File: config.mk
export PLATFORM = sky130hd
export DESIGN_NAME = sprite_color_plane_splitter_flat
export DESIGN_NICKNAME = d
export VERILOG_FILES = /design/src/sv/scps_pkg.sv /design/src/sv/scps_row_if.sv /design/src/sv/scps_chunk_if.sv /design/src/sv/sprite_color_plane_splitter.sv /design/src/flat_wrapper.sv
export SDC_FILE = /design/constraint.sdc
export NUM_CORES = 2
export LEC_CHECK = 0
export ABC_AREA = 1
export CAP_MARGIN = 10
export CORE_MARGIN = 3
export CORE_UTILIZATION = 30
export DETAILED_ROUTE_END_ITERATION = 7
export DONT_BUFFER_PORTS = 1
export HOLD_SLACK_MARGIN = 0.02
export PLACE_DENSITY_LB_ADDON = 0.3
export SYNTH_ARGS = -nofsm -noshare
export SYNTH_HDL_FRONTEND = slang
export SYNTH_SLANG_ARGS = --single-unit
File: constraint.sdc
create_clock -name clk -period 10.3 [get_ports clk]
set_input_delay 1.03 -clock clk [delete_from_list [all_inputs] [get_ports clk]]
set_output_delay 1.03 -clock clk [all_outputs]
set_load 0.02 [all_outputs]
File: src/sv/scps_pkg.sv
// Package: states, register indexes, shape codes and plane order table.
package scps_pkg;

  typedef enum logic [1:0] {
    ST_IDLE,
    ST_SCAN,
    ST_READ,
    ST_SEND
  } state_t;

  localparam logic REG_SHAPE = 1'b0;
  localparam logic REG_ORDER = 1'b1;

  localparam logic [1:0] SHAPE_16X16     = 2'd0;
  localparam logic [1:0] SHAPE_8X8       = 2'd1;
  localparam logic [1:0] SHAPE_8X16      = 2'd2;
  localparam logic [1:0] SHAPE_16X16_ALT = 2'd3;

  localparam logic [1:0] ORD_HIGH_LOW   = 2'd0;
  localparam logic [1:0] ORD_LOW_HIGH   = 2'd1;
  localparam logic [1:0] ORD_LIGHT_DARK = 2'd2;
  localparam logic [1:0] ORD_DARK_LIGHT = 2'd3;

  localparam int NumPlanes = 15;

  typedef logic [7:0] pat_byte_t;
  typedef pat_byte_t [14:0] pat_row_t;

  function automatic logic [3:0] order_color(input logic [1:0] order, input logic [3:0] k);
    logic [3:0] tbl_hl [0:14];
    logic [3:0] tbl_ld [0:14];
    logic [3:0] c;
    tbl_hl = '{4'd15, 4'd14, 4'd13, 4'd12, 4'd11, 4'd10, 4'd9, 4'd8,
               4'd7, 4'd6, 4'd5, 4'd4, 4'd3, 4'd2, 4'd1};
    tbl_ld = '{4'd15, 4'd14, 4'd11, 4'd10, 4'd7, 4'd3, 4'd9, 4'd13,
               4'd5, 4'd8, 4'd2, 4'd12, 4'd6, 4'd4, 4'd1};
    c = 4'd1;
    if (k <= 4'd14) begin
      case (order)
        ORD_HIGH_LOW: c = tbl_hl[k];
        ORD_LOW_HIGH: c = tbl_hl[4'd14 - k];
        ORD_LIGHT_DARK: c = tbl_ld[k];
        ORD_DARK_LIGHT: c = tbl_ld[4'd14 - k];
        default: c = 4'd1;
      endcase
    end
    return c;
  endfunction

endpackage

File: src/sv/scps_row_if.sv
// Interface: one row word of eight 4-bit pixels.
interface scps_row_if;
  logic       valid;
  logic       ready;
  logic [3:0] pixel_0;
  logic [3:0] pixel_1;
  logic [3:0] pixel_2;
  logic [3:0] pixel_3;
  logic [3:0] pixel_4;
  logic [3:0] pixel_5;
  logic [3:0] pixel_6;
  logic [3:0] pixel_7;

  modport source (output valid, pixel_0, pixel_1, pixel_2, pixel_3,
                  pixel_4, pixel_5, pixel_6, pixel_7, input ready);
  modport sink (input valid, pixel_0, pixel_1, pixel_2, pixel_3,
                pixel_4, pixel_5, pixel_6, pixel_7, output ready);
endinterface

File: src/sv/scps_chunk_if.sv
// Interface: one output word holding a 64-bit chunk of a color plane.
interface scps_chunk_if;
  logic        valid;
  logic        ready;
  logic [3:0]  plane_color;
  logic [3:0]  plane_slot;
  logic [1:0]  chunk_index;
  logic [63:0] pattern_chunk;
  logic        plane_done;
  logic        cell_done;
  logic        cell_empty;

  modport source (output valid, plane_color, plane_slot, chunk_index, pattern_chunk,
                  plane_done, cell_done, cell_empty, input ready);
  modport sink (input valid, plane_color, plane_slot, chunk_index, pattern_chunk,
                plane_done, cell_done, cell_empty, output ready);
endinterface

File: src/sv/sprite_color_plane_splitter.sv
// Top level: sprite color plane splitter with pattern store and plane sequencer.
//
// Rows are taken one per cycle while a cell loads; each row writes one pattern
// byte for all 15 colors into the pattern store. After the last row of the
// shape the block stops taking rows and a sequencer walks the selected
// priority order one color per cycle; for each color present it reads one
// 64-bit chunk per memory read and presents it, holding each word while the
// output stalls; the walk covers up to 15 order entries. A cell with no colors
// sends a single empty marker word instead. Row loading resumes once the last
// word of the cell is taken.
module sprite_color_plane_splitter (
  input  logic         clk,
  input  logic         rst,
  input  logic         wr_en,
  input  logic         wr_index,
  input  logic [1:0]   wr_data,
  scps_row_if.sink     row,
  scps_chunk_if.source chunk
);

  scps_pkg::state_t state, state_next;

  logic [1:0]  sprite_shape;
  logic [1:0]  priority_order;
  logic [5:0]  row_count;
  logic [14:0] colors_present;
  logic [14:0] pend;
  logic [3:0]  scan_k;
  logic [3:0]  cur_color;
  logic [3:0]  slot;
  logic [1:0]  ch;

  scps_pkg::pat_row_t mem [0:31];

  logic [3:0]  pix [0:7];
  scps_pkg::pat_row_t row_bytes;
  logic [14:0] row_mask;
  logic [14:0] colors_next;
  logic [5:0]  rows;
  logic [5:0]  rc_inc;
  logic [1:0]  last_chunk;
  logic        row_acc;
  logic        cell_end;
  logic [3:0]  scan_color;
  logic [3:0]  cur_idx;
  logic        scan_hit;
  logic [14:0] pend_left;
  logic        out_acc;

  assign pix[0] = row.pixel_0;
  assign pix[1] = row.pixel_1;
  assign pix[2] = row.pixel_2;
  assign pix[3] = row.pixel_3;
  assign pix[4] = row.pixel_4;
  assign pix[5] = row.pixel_5;
  assign pix[6] = row.pixel_6;
  assign pix[7] = row.pixel_7;

  always_comb begin
    for (int p = 0; p < scps_pkg::NumPlanes; p++) begin
      for (int x = 0; x < 8; x++) begin
        row_bytes[p][7 - x] = (pix[x] == 4'(p + 1));
      end
      row_mask[p] = |row_bytes[p];
    end
  end

  always_comb begin
    case (sprite_shape)
      scps_pkg::SHAPE_8X8: begin
        rows = 6'd8;
        last_chunk = 2'd0;
      end
      scps_pkg::SHAPE_8X16: begin
        rows = 6'd16;
        last_chunk = 2'd1;
      end
      default: begin
        rows = 6'd32;
        last_chunk = 2'd3;
      end
    endcase
  end

  assign row_acc     = row.valid && row.ready;
  assign out_acc     = chunk.valid && chunk.ready;
  assign rc_inc      = row_count + 6'd1;
  assign cell_end    = rc_inc >= rows;
  assign colors_next = colors_present | row_mask;
  assign scan_color  = scps_pkg::order_color(priority_order, scan_k);
  assign scan_hit    = pend[scan_color - 4'd1];
  assign cur_idx     = cur_color - 4'd1;
  assign pend_left   = pend & ~(15'd1 << cur_idx);

  always_comb begin
    state_next = state;
    case (state)
      scps_pkg::ST_IDLE: begin
        if (row_acc && cell_end) begin
          state_next = (colors_next == '0) ? scps_pkg::ST_SEND : scps_pkg::ST_SCAN;
        end
      end
      scps_pkg::ST_SCAN: begin
        if (scan_hit) begin
          state_next = scps_pkg::ST_READ;
        end
      end
      scps_pkg::ST_READ: state_next = scps_pkg::ST_SEND;
      scps_pkg::ST_SEND: begin
        if (out_acc) begin
          if (chunk.cell_done) begin
            state_next = scps_pkg::ST_IDLE;
          end else if (chunk.plane_done) begin
            state_next = scps_pkg::ST_SCAN;
          end else begin
            state_next = scps_pkg::ST_READ;
          end
        end
      end
      default: state_next = scps_pkg::ST_IDLE;
    endcase
  end

  always_comb begin
    row.ready   = (state == scps_pkg::ST_IDLE);
    chunk.valid = (state == scps_pkg::ST_SEND);
  end

  always_ff @(posedge clk) begin
    if (rst) begin
      state <= scps_pkg::ST_IDLE;
    end else begin
      state <= state_next;
    end
  end

  // Configuration and cell bookkeeping.
  always_ff @(posedge clk) begin
    if (rst) begin
      sprite_shape   <= 2'd0;
      priority_order <= 2'd0;
      row_count      <= 6'd0;
      colors_present <= '0;
    end else begin
      if (wr_en) begin
        case (wr_index)
          scps_pkg::REG_SHAPE: sprite_shape <= wr_data;
          scps_pkg::REG_ORDER: priority_order <= wr_data;
          default: ;
        endcase
      end
      if (row_acc) begin
        row_count      <= cell_end ? 6'd0 : rc_inc;
        colors_present <= cell_end ? 15'd0 : colors_next;
      end
    end
  end

  // Pattern store: one row word holding the byte of every plane per write.
  always_ff @(posedge clk) begin
    if (row_acc) begin
      mem[row_count[4:0]] <= row_bytes;
    end
  end

  // Sequencer datapath and output word.
  always_ff @(posedge clk) begin
    case (state)
      scps_pkg::ST_IDLE: begin
        if (row_acc && cell_end) begin
          pend   <= colors_next;
          scan_k <= 4'd0;
          slot   <= 4'd0;
          ch     <= 2'd0;
          chunk.plane_color   <= 4'd0;
          chunk.plane_slot    <= 4'd0;
          chunk.chunk_index   <= 2'd0;
          chunk.pattern_chunk <= 64'd0;
          chunk.plane_done    <= 1'b1;
          chunk.cell_done     <= 1'b1;
          chunk.cell_empty    <= 1'b1;
        end
      end
      scps_pkg::ST_SCAN: begin
        if (scan_hit) begin
          cur_color <= scan_color;
          ch        <= 2'd0;
        end else begin
          scan_k <= scan_k + 4'd1;
        end
      end
      scps_pkg::ST_READ: begin
        for (int b = 0; b < 8; b++) begin
          chunk.pattern_chunk[63 - 8 * b -: 8] <= mem[{ch, 3'(b)}][cur_idx];
        end
        chunk.plane_color <= cur_color;
        chunk.plane_slot  <= slot;
        chunk.chunk_index <= ch;
        chunk.plane_done  <= (ch == last_chunk);
        chunk.cell_done   <= (ch == last_chunk) && (pend_left == '0);
        chunk.cell_empty  <= 1'b0;
      end
      scps_pkg::ST_SEND: begin
        if (out_acc) begin
          if (chunk.plane_done) begin
            pend   <= pend_left;
            slot   <= slot + 4'd1;
            scan_k <= scan_k + 4'd1;
          end else begin
            ch <= ch + 2'd1;
          end
        end
      end
      default: ;
    endcase
  end

  a_no_overlap: assert property (@(posedge clk) disable iff (rst)
    chunk.valid |-> !row.ready)
    else $error("row taken while a chunk word is pending");

  a_empty_marker: assert property (@(posedge clk) disable iff (rst)
    (chunk.valid && chunk.cell_empty) |-> (chunk.cell_done && chunk.plane_color == 4'd0))
    else $error("empty marker malformed");

  a_color_nonzero: assert property (@(posedge clk) disable iff (rst)
    (chunk.valid && !chunk.cell_empty) |-> (chunk.plane_color != 4'd0))
    else $error("plane word with transparent color");

  a_resume: assert property (@(posedge clk) disable iff (rst)
    (out_acc && chunk.cell_done) |=> row.ready)
    else $error("row port not reopened after cell end");

endmodule

File: src/flat_wrapper.sv
// flat-port wrapper written by rule: the top's interface ports become plain ports
module sprite_color_plane_splitter_flat 
  (clk, rst, wr_en, wr_index, wr_data, row_valid, row_pixel_0, row_pixel_1, row_pixel_2, row_pixel_3, row_pixel_4, row_pixel_5, row_pixel_6, row_pixel_7, row_ready, chunk_valid, chunk_plane_color, chunk_plane_slot, chunk_chunk_index, chunk_pattern_chunk, chunk_plane_done, chunk_cell_done, chunk_cell_empty, chunk_ready);
  scps_row_if row_i ();
  scps_chunk_if chunk_i ();
  input  logic clk;
  input  logic rst;
  input  logic wr_en;
  input  logic wr_index;
  input  logic [1:0] wr_data;
  input wire logic [$bits(row_i.valid)-1:0] row_valid;
  input wire logic [$bits(row_i.pixel_0)-1:0] row_pixel_0;
  input wire logic [$bits(row_i.pixel_1)-1:0] row_pixel_1;
  input wire logic [$bits(row_i.pixel_2)-1:0] row_pixel_2;
  input wire logic [$bits(row_i.pixel_3)-1:0] row_pixel_3;
  input wire logic [$bits(row_i.pixel_4)-1:0] row_pixel_4;
  input wire logic [$bits(row_i.pixel_5)-1:0] row_pixel_5;
  input wire logic [$bits(row_i.pixel_6)-1:0] row_pixel_6;
  input wire logic [$bits(row_i.pixel_7)-1:0] row_pixel_7;
  output wire logic [$bits(row_i.ready)-1:0] row_ready;
  output wire logic [$bits(chunk_i.valid)-1:0] chunk_valid;
  output wire logic [$bits(chunk_i.plane_color)-1:0] chunk_plane_color;
  output wire logic [$bits(chunk_i.plane_slot)-1:0] chunk_plane_slot;
  output wire logic [$bits(chunk_i.chunk_index)-1:0] chunk_chunk_index;
  output wire logic [$bits(chunk_i.pattern_chunk)-1:0] chunk_pattern_chunk;
  output wire logic [$bits(chunk_i.plane_done)-1:0] chunk_plane_done;
  output wire logic [$bits(chunk_i.cell_done)-1:0] chunk_cell_done;
  output wire logic [$bits(chunk_i.cell_empty)-1:0] chunk_cell_empty;
  input wire logic [$bits(chunk_i.ready)-1:0] chunk_ready;
  assign row_i.valid = row_valid;
  assign row_i.pixel_0 = row_pixel_0;
  assign row_i.pixel_1 = row_pixel_1;
  assign row_i.pixel_2 = row_pixel_2;
  assign row_i.pixel_3 = row_pixel_3;
  assign row_i.pixel_4 = row_pixel_4;
  assign row_i.pixel_5 = row_pixel_5;
  assign row_i.pixel_6 = row_pixel_6;
  assign row_i.pixel_7 = row_pixel_7;
  assign row_ready = row_i.ready;
  assign chunk_valid = chunk_i.valid;
  assign chunk_plane_color = chunk_i.plane_color;
  assign chunk_plane_slot = chunk_i.plane_slot;
  assign chunk_chunk_index = chunk_i.chunk_index;
  assign chunk_pattern_chunk = chunk_i.pattern_chunk;
  assign chunk_plane_done = chunk_i.plane_done;
  assign chunk_cell_done = chunk_i.cell_done;
  assign chunk_cell_empty = chunk_i.cell_empty;
  assign chunk_i.ready = chunk_ready;
  sprite_color_plane_splitter u_core (.clk(clk), .rst(rst), .wr_en(wr_en), .wr_index(wr_index), .wr_data(wr_data), .row(row_i), .chunk(chunk_i));
endmodule
==> impl_metrics.json <==
{
  "clk_latency_ps": 970,
  "cp-end-kind": "register",
  "combPwrFrac_pct": 22.9,
  "synthFlopType": "edfxtp_1",
  "cts_hold_buffers": 0,
  "critPathKind": "register to register",
  "setup-violations-final": 0,
  "vias_per_cell": 5.30,
  "tightest_slew_ps": 1250,
  "cpPeakStageDelay_ps": 880,
  "drv_slew": 0,
  "wl_met1_um": 206000,
  "crit_chain": "nor2_1 > nand2_1 > inv_1 > nand2_1 > nor2_4 > buf_4 > buf_4",
  "drcViolationCount": 0,
  "cp.arrival_ps": 6260,
  "postSynthCellCount": 11600,
  "antenna_found_initial": 22,
  "vias": 99100,
  "cts-buffers-inserted": 408,
  "port_buffers": 0,
  "hpwl_um": 251000,
  "syn_avg_cell_area_sq_um": 13.5,
  "fin_skew_ps": 64.1,
  "fillers": 50100,
  "power_mw": 42.5,
  "numClockSinks": 3975,
  "nets": 11500,
  "crit_family": "simple AND/OR/NAND/NOR gates",
  "rows": 264,
  "synth_area_sq_mm": 0.156,
  "ys_warn_count": 0,
  "leakagePower_nw": 56.1,
  "grt_util_all_layers_pct": 17.6,
  "drive_gt1_share_pct": 8.70,
  "die-area_sq_mm": 0.528,
  "crit_slowest_cell": "nor2_4",
  "vdd_drop_max_mv": 0.197,
  "grt_max_degree": 216,
  "wl_met3_um": 39300,
  "die_h_um": 727,
  "synthMostInstantiatedCell": "edfxtp_1",
  "yosysTopAreaCell": "edfxtp_1",
  "grt_pass1_vias": 95300,
  "dr.max_layer_used": "met5",
  "chipWidth_um": 727,
  "wl_um": 483000,
  "power.switching_mw": 13.6,
  "synth_cell_types": 46,
  "hp-class": "input port to register",
  "gp_congestion": 0.827,
  "gr-total-overflow": 0,
  "core_sq_mm": 0.517,
  "synth-edff-count": 3946,
  "drv_cap": 0,
  "swShare_pct": 32.0,
  "firstDrtPassIters": 6,
  "synthArstFlopShare_pct": 0,
  "max_freq_ghz": 0.176,
  "synth_top_cell_area_share_pct": 76.1,
  "routed-wl-met2_um": 224000,
  "post-cts-setup-buffers": 0,
  "ys_top_cells_by_area": "edfxtp_1, o21ai_0, nor2_1",
  "h-tree-depth": 5,
  "p_clk_share_pct": 33.8,
  "power_frac_seq_pct": 43.3,
  "hold_viol": 0,
  "synth_fp_nets": 11600,
  "first_iter_violations": 11100,
  "setup_tns_ps": 0,
  "rsz0062_at_grt": "false",
  "worst-path-buf-inv": 3,
  "synthTopCellsByCount": "edfxtp_1, nor2_1, o21ai_0",
  "status": "completed",
  "area_growth_pct": 13.7,
  "intPower_mw": 28.9,
  "ys_seq_area_share_pct": 76.4,
  "clkSlewWorstSetupHoldPaths_ps": 60,
  "initial_core_util_pct": 30.1,
  "ys_seq_elements": 3975,
  "postCtsResizedCells": 0,
  "period_minus_slack_ps": 5680,
  "finalCritPeriodShare_pct": 55.1,
  "power_density_mw_per_mm2": 240,
  "cts_root_buffer": "clkbuf_16",
  "cp_max_fo": 41,
  "grt_pass1_wl_um": 690000,
  "wire_per_inst_um": 25.8,
  "maxSlewHeadroom_pct": 16.6,
  "start_kind": "register",
  "cts_tree": "built",
  "ctsLongestPathBuffers": 4,
  "post-route-util_pct": 34.3,
  "ant_nets": 0,
  "ios": 119,
  "worst-r2r-setup-slack_ps": 4620,
  "crit_required_ps": 10890
}
## cells by family after synthesis
logic type | after synthesis | share of synthesized area (%)
DFF | 3975 | 76.4
and+or+nand+nor | 3088 | 7.94
muxes | 4 | 0.0257
adders and majority gates | 22 | 0.177
AOI/OAI and AO/OA | 3466 | 12.8
buffers and inverters | 1006 | 2.62
xor gates and xnor gates | 5 | 0.0329
## per-stage QoR
step / area [sq um] / worst slack [ps] / hold WS, ps / instances
2_1_floorplan: 156000 / 2840 / 435 / 11600
3_3_place_gp: 164000 / 4830 / 480 / 18000
3_5_place_dp: 164000 / 4750 / 482 / 18000
4_1_cts: 177000 / 4740 / 40.2 / 18700
5_1_grt: 177000 / 4440 / 70.8 / 18700
6_report: 177000 / 4620 / 116 / 18700
## cell type report
class,count,area [sq um],area share [%]
inverters,170,677,0.382
repair buffers,308,2620,1.48
clock buffers,506,10700,6.05
diodes,22,55.1,0.0311
clock inverters,229,2060,1.16
well taps,6916,8650,4.88
multi-input cells,6585,33300,18.8
flip-flops and latches,3975,119000,67.2
## metal layers
layer | global-route usage (%) | vias to the layer above
li1 | - | 43500
met1 | 24.4 | 51000
met2 | 28.4 | 3982
met3 | 3.23 | 651
met4 | 4.76 | 2
met5 | 0 | -
## state kept, by name, summed over array words and instances, names as in the netlist, 2 cells and up, named ones only
name	cells
u_core.scan_k	4
u_core.mem	3840
u_core.priority_order	2
u_core.chunk.chunk_index	2
u_core.cur_color	4
u_core.row_count	6
u_core.ch	2
u_core.colors_present	15
u_core.chunk.plane_slot	4
u_core.slot	4
u_core.chunk.plane_color	4
u_core.state	2
u_core.sprite_shape	2
u_core.pend	15
u_core.chunk.pattern_chunk	64
## cells in the final DEF, fill, tap and decap left out, types with 6 or more instances in the layout
cell type / instances
nand3_1: 419
nor4_1: 13
nor2_4: 60
a21oi_1: 262
o221ai_1: 256
nor2_1: 2033
nor2_2: 77
dfxtp_1: 27
clkbuf_1: 91
buf_4: 284
bufinv_16: 33
clkinv_2: 64
o211ai_1: 257
buf_12: 23
nor3_1: 18
clkinv_1: 100
inv_6: 10
nand4_1: 29
o21ai_0: 1914
diode_2: 22
clkinvlp_4: 14
edfxtp_1: 3946
o21ai_1: 53
a211oi_1: 6
a31oi_1: 6
ha_1: 21
o22ai_1: 704
nand2_1: 419
inv_1: 159
clkbuf_16: 415
## worst reg2reg max path, cell delays in order, from the launching register on
cell     delay, ps
dfxtp_1        370
nor2_1         590
nand2_1        580
inv_1          760
nand2_1        660
nor2_4         880
buf_4          780
buf_4          610
## power by group through the flow
stage / clock network (mW) / logic (mW) / registers, mW
finish: 14.4 / 9.71 / 18.4
global route: 15.3 / 10.7 / 18.4
CTS: 14.6 / 9.69 / 18.4
detailed placement: 0 / 9.66 / 18.8
global placement: 0 / 9.67 / 18.8
floorplan: 0 / 6.58 / 18.6
## path summary, 6_finish.rpt
kind                                              from                     end  cells after the start
worst max-delay path                   u_core.state[0]       u_core.mem[5][46]                      7
worst min-delay path                               rst         u_core.state[1]                      1
worst max register to register         u_core.state[0]       u_core.mem[5][46]                      7
worst min register to register  u_core.sprite_shape[1]  u_core.sprite_shape[1]                      2
Power figures use the tool's default switching activity.
